==> src/rtl/bscp_ram.sv <==
// bscp_ram: generic single write, single read ram with registered read data
// depends on nothing
`default_nettype none
module bscp_ram #(
  parameter int WIDTH = 16,
  parameter int DEPTH = 64
) (
  input  wire logic                     clk,
  input  wire logic                     we,
  input  wire logic [$clog2(DEPTH)-1:0] waddr,
  input  wire logic [WIDTH-1:0]         wdata,
  input  wire logic [$clog2(DEPTH)-1:0] raddr,
  output logic      [WIDTH-1:0]         rdata
);
  logic [WIDTH-1:0] mem [DEPTH];

  always_ff @(posedge clk) begin
    if (we) begin
      mem[waddr] <= wdata;
    end
    rdata <= mem[raddr];
  end
endmodule
`default_nettype wire
==> config.mk <==
export PLATFORM = sky130hd
export DESIGN_NAME = bscp_ram
export DESIGN_NICKNAME = d
export VERILOG_FILES = /design/src/rtl/bscp_ram.sv
export SDC_FILE = /design/constraint.sdc
export NUM_CORES = 1
export LEC_CHECK = 0
export CAP_MARGIN = 15
export CELL_PAD_IN_SITES_DETAIL_PLACEMENT = 0
export CELL_PAD_IN_SITES_GLOBAL_PLACEMENT = 1
export CORE_MARGIN = 4
export CORE_UTILIZATION = 50
export DETAILED_ROUTE_END_ITERATION = 7
export DONT_BUFFER_PORTS = 1
export PLACE_DENSITY_LB_ADDON = 0.1
export SLEW_MARGIN = 40
export SYNTH_ARGS = -nofsm -noshare
export SYNTH_HDL_FRONTEND = slang
export SYNTH_SLANG_ARGS = --single-unit
==> constraint.sdc <==
create_clock -name clk -period 4.9 [get_ports clk]
set_input_delay 0.735 -clock clk [delete_from_list [all_inputs] [get_ports clk]]
set_output_delay 0.735 -clock clk [all_outputs]
set_load 0.01 [all_outputs]
======== Word level (Yosys, flattened, before mapping) ========
Memories as Yosys holds them, arrays and structs flattened. A register that Yosys moved wholly into a read port is not among the register bits.
Index checks and enable logic that the tools add are counted.
word-level totals
  register bits ........................... 0
  latch bits .............................. 0
  memory bits (writable) .................. 1024
  memory bits (read-only) ................. 0
  input port bits ......................... 30
  output and inout port bits .............. 16
  word-level logic and storage cells ...... 3
  memories kept ........................... 1
cells by class
  add/sub/neg operators ................... 0
  $mul .................................... 0
  div/mod/pow operators ................... 0
  $lt $le $gt $ge ......................... 0
  equality and inequality tests ........... 0
  shift-type cells ........................ 0
  muxes and demuxes ....................... 2
  bitwise logic cells ..................... 0
  reduce and logical (&&, ||, !) cells .... 0
memories
  memory  depth  width  rd ports  clocked after Yosys merged registers in  wr ports  RTL line  source
  mem     64     16     1         1                                        1         15        logic [WIDTH-1:0] mem [DEPTH];
operators by type and width
  operator          count
  1-bit 2-to-1 mux  2

======== Depth between registers and ports, before layout ========
  depth in word-level cells ............... 2
  depth in mapped cells ................... 10
  gate-level depth less buffers ........... 5

======== Worst setup path before layout ========
Ideal clock, no wire load.
  path type ............................... input to register
  from .................................... input port waddr[3]
  to ...................................... memory mem[48][0], enable pin
  library setup time ...................... 0.409 ns
  data arrival time ....................... 2.361 ns
  data required time ...................... 4.491 ns
  slack ................................... 2.130 ns
  cell stages on the path ................. 4
  path buffers ............................ 1
  cells stage by stage .................... clkbuf_1 nor2b_1 nand4b_1 nor3_1
RTL lines
  item         RTL line  source
  from (decl)  10        input wire logic [$clog2(DEPTH)-1:0] waddr,
  to (decl)    15
No word-level cell before the write port.

==> run_results.csv <==
group,metric,value,unit
floorplanning,die_height,291,um
power_and_ir_drop,power-per-cell-area,417,nW/um^2
sta,setup_viol,0,
clock_network,tritoncts,"yes",
power_and_ir_drop,cellLeakagePower,14.1,nW
synth,synth_top_cell_by_area,"sky130_fd_sc_hd__edfxtp_1",
sta,tightest_slew,0.856,ns
global_routing,overall_track_demand_over_capacity_in_global_routing,0.225,
synth,yosys_register_bits,1040,
clock_network,post_cts.resized_instances,0,
worst_setup_path,endpoint_arrival_time_on_the_critical_path,2.99,ns
worst_setup_path,worstSetupEndpointType,"flop",
power_and_ir_drop,max-vdd-ir-drop,0.246,mV
clock_network,clock_sink_count,1040,
clock_network,htreeDepth,3,
floorplanning,fp.dieArea,84700,um^2
clock_network,clockRootBuffer,"sky130_fd_sc_hd__clkbuf_16",
global_routing,first_global_vias,18900,
final_layout,numnets_final,1932,
hold_path,min_from,"wdata[12]",
synth,synth_cell_types,43,
final_layout,finish.utilization,0.566,
floorplanning,start_util,0.506,
global_routing,first_pass_grt_wire_length,137000,um
hold_path,worstHoldPathType,"primary input to flop",
global_routing,antenna_found_initial,5,
synth,largest_cells_by_area_after_synthesis,"sky130_fd_sc_hd__edfxtp_1 77%, sky130_fd_sc_hd__mux4_2 12%, sky130_fd_sc_hd__mux2i_1 2.1%, sky130_fd_sc_hd__dfxtp_1 0.80%, sky130_fd_sc_hd__mux2_2 0.76%",
power_and_ir_drop,p_total,0.0187,W
worst_setup_path,critical_path.cell_chain,"mux4_2, mux2_2, nand2_1, nand4_1, and4_1",
worst_setup_path,critPathRequiredTime,5.44,ns
drt,drt_pass1_iterations,6,
job,maxCapViolations,0,
drt,wl,94800,um
synth,yosys-top-cells-count,"1024 x sky130_fd_sc_hd__edfxtp_1, 220 x sky130_fd_sc_hd__mux4_2, 85 x sky130_fd_sc_hd__mux2i_1, 72 x sky130_fd_sc_hd__nor2_1, 59 x sky130_fd_sc_hd__nand2_1",
drt,drt-wirelength-per-cell,31.2,um
sta,fmax,410,MHz
placement,finalWeightedCongestion,0.780,
floorplanning,floorplan.core_area,79100,um^2
placement,hpwl,52200,um
placement,numPortBuffers,0,
worst_setup_path,critPathLaunch,"raddr[0]",
floorplanning,fp-row-count,103,
floorplanning,die_width,291,um
clock_network,maximum_clock_path_buffer_count,3,
final_layout,filler_cell_count,5906,
global_routing,maximum_number_of_pins_on_one_net_before_global_route_repair,261,
sta,finalCritPeriodShare,0.498,
final_layout,area_growth,11.9,%
drt,route.vias.total,18400,
synth,synth-warning-count,0,
synth,yosysSeqAreaShare,0.776,
synth,synth_area_per_cell,21.9,um^2
worst_setup_path,critical_path.startpoint_type,"primary input",
drt,drt_first_iter_violations,1958,
worst_setup_path,critical_path.max_fanout,260,
clock_network,clkLatencyLatePin,0.65,ns
synth,yosys.cell_count.top_type,"sky130_fd_sc_hd__edfxtp_1",
placement,dp_cells,2843,
global_routing,globalRouteOverflowTotal,0,
drt,viasPerCell,6.04,
synth,syn_area,40000,um^2
floorplanning,io-pin-count,46,
worst_setup_path,cp_slowest_cell,"sky130_fd_sc_hd__mux4_2",
sta,final_max_slew_viol_count,0,
sta,slew_headroom,0.428,
drt,route.antenna.remaining_nets,0,
sta,final.setup_skew,0.0163,ns
worst_setup_path,worst_flop_to_flop_path_startpoint,"mem[11][15]$_DFFE_PP_",
sta,setup_repair_after_global_routing_missed_its_margin,"no",
synth,synth_cells,1829,
synth,post-synth-top-area-fraction,0.768,
synth,synthArstFlopShare,0,
status,outcome,"finished clean",
clock_network,cts_inserted_buffers,106,
worst_setup_path,worst_setup_path_type,"primary input to flop",
worst_setup_path,crit_path_max_incr_delay,0.74,ns
synth,synth_enable_flop_cells,1024,
sta,timing.final.hold_violations,0,
final_layout,final_layout_size_suffix_gt1_frac,0.247,
drt,drc_violation_count_after_routing,0,
clock_network,post-cts-setup-buffer-count,0,
clock_network,cts.hold.buffers_added,0,
synth,syn_nets,1859,
synth,synthFlopType,"sky130_fd_sc_hd__edfxtp_1",
final_layout,final-instance-count-excl-fill,3042,
sta,final_period_minus_worst_setup_slack,2.44,ns
clock_network,worst_setup_hold_path_clk_slew,0.06,ns
sta,setup-tns-final,0,ns
==> layout by cell type, fill, tap and decap left out, drive strengths merged, types with 17 or more instances in the layout <==
master | synthesis | routed
edfxtp | 1024 | 1024
a22oi | 39 | 39
buf | 77 | 68
clkinv | 0 | 44
mux2 | 27 | 27
nor2b | 30 | 30
clkbuf | 27 | 129
nand3 | 24 | 24
mux2i | 85 | 85
a21oi | 17 | 17
nand2 | 60 | 60
nor2 | 74 | 74
mux4 | 224 | 224
==> stage by stage <==
| stage | setup slack [ns] | instance area [um^2] | hold WS [ns] |
|---|---|---|---|
| after global placement | 2.16 | 41100 | 0.805 |
| after CTS | 2.75 | 44800 | 0.145 |
| after floorplan | 2.13 | 40000 | 0.750 |
| final | 2.46 | 44800 | 0.189 |
| after detailed placement | 2.15 | 41200 | 0.812 |
| after global routing | 2.71 | 44800 | 0.142 |
==> flip-flops by register name (all words and copies together) (netlist names) <==
register,flops
mem,1024
rdata,16
==> kinds of logic after synthesis <==
| group | count (synthesis) | share of synthesized area |
|---|---|---|
| buffers and inverters | 104 | 0.0183 |
| flip-flops | 1040 | 0.776 |
| multiplexers | 336 | 0.155 |
| AND/OR/NAND/NOR | 220 | 0.0265 |
| AO/OA/AOI/OAI | 129 | 0.0241 |
==> final cells by class <==
type	instances	area [um^2]	area share
Clock inverter	69	754	0.0168
Timing Repair Buffer	69	519	0.0116
Clock buffer	128	2850	0.0636
Sequential cell	1040	31100	0.694
Antenna cell	1	2.50	0.0000559
Tap cell	1050	1310	0.0293
Multi-Input combinational cell	685	8280	0.185
==> layer usage <==
layer / GRT usage / up-vias / share of wire
met5: 0 / - / 0
met4: 0.0652 / 0 / 0.029
li1: - / 7835 / -
met1: 0.320 / 9827 / 0.41
met3: 0.0518 / 141 / 0.071
met2: 0.356 / 567 / 0.49
==> path summary, 6_finish.rpt <==
path | end | slack, ns | depth (start not counted)
hold reg to reg | rdata[12]$_DFF_P_ | 0.82 | 5
setup reg to reg | rdata[15]$_DFF_P_ | 2.80 | 5
setup / recovery | rdata[10]$_DFF_P_ | 2.46 | 5
hold / removal | mem[4][12]$_DFFE_PP_ | 0.19 | 0
==> report_power, final <==
part	internal [W]	switching [W]
Combinational	0.000277	0.000243
Clock	0.00497	0.00330
Sequential	0.00984	0.0000519
==> critical path: cells and delay by family <==
kind             cells  cell delay, ns
AND/OR/NAND/NOR      3            0.84
multiplexers         2            1.02
No activity file was read; power rests on OpenSTA's default activity.
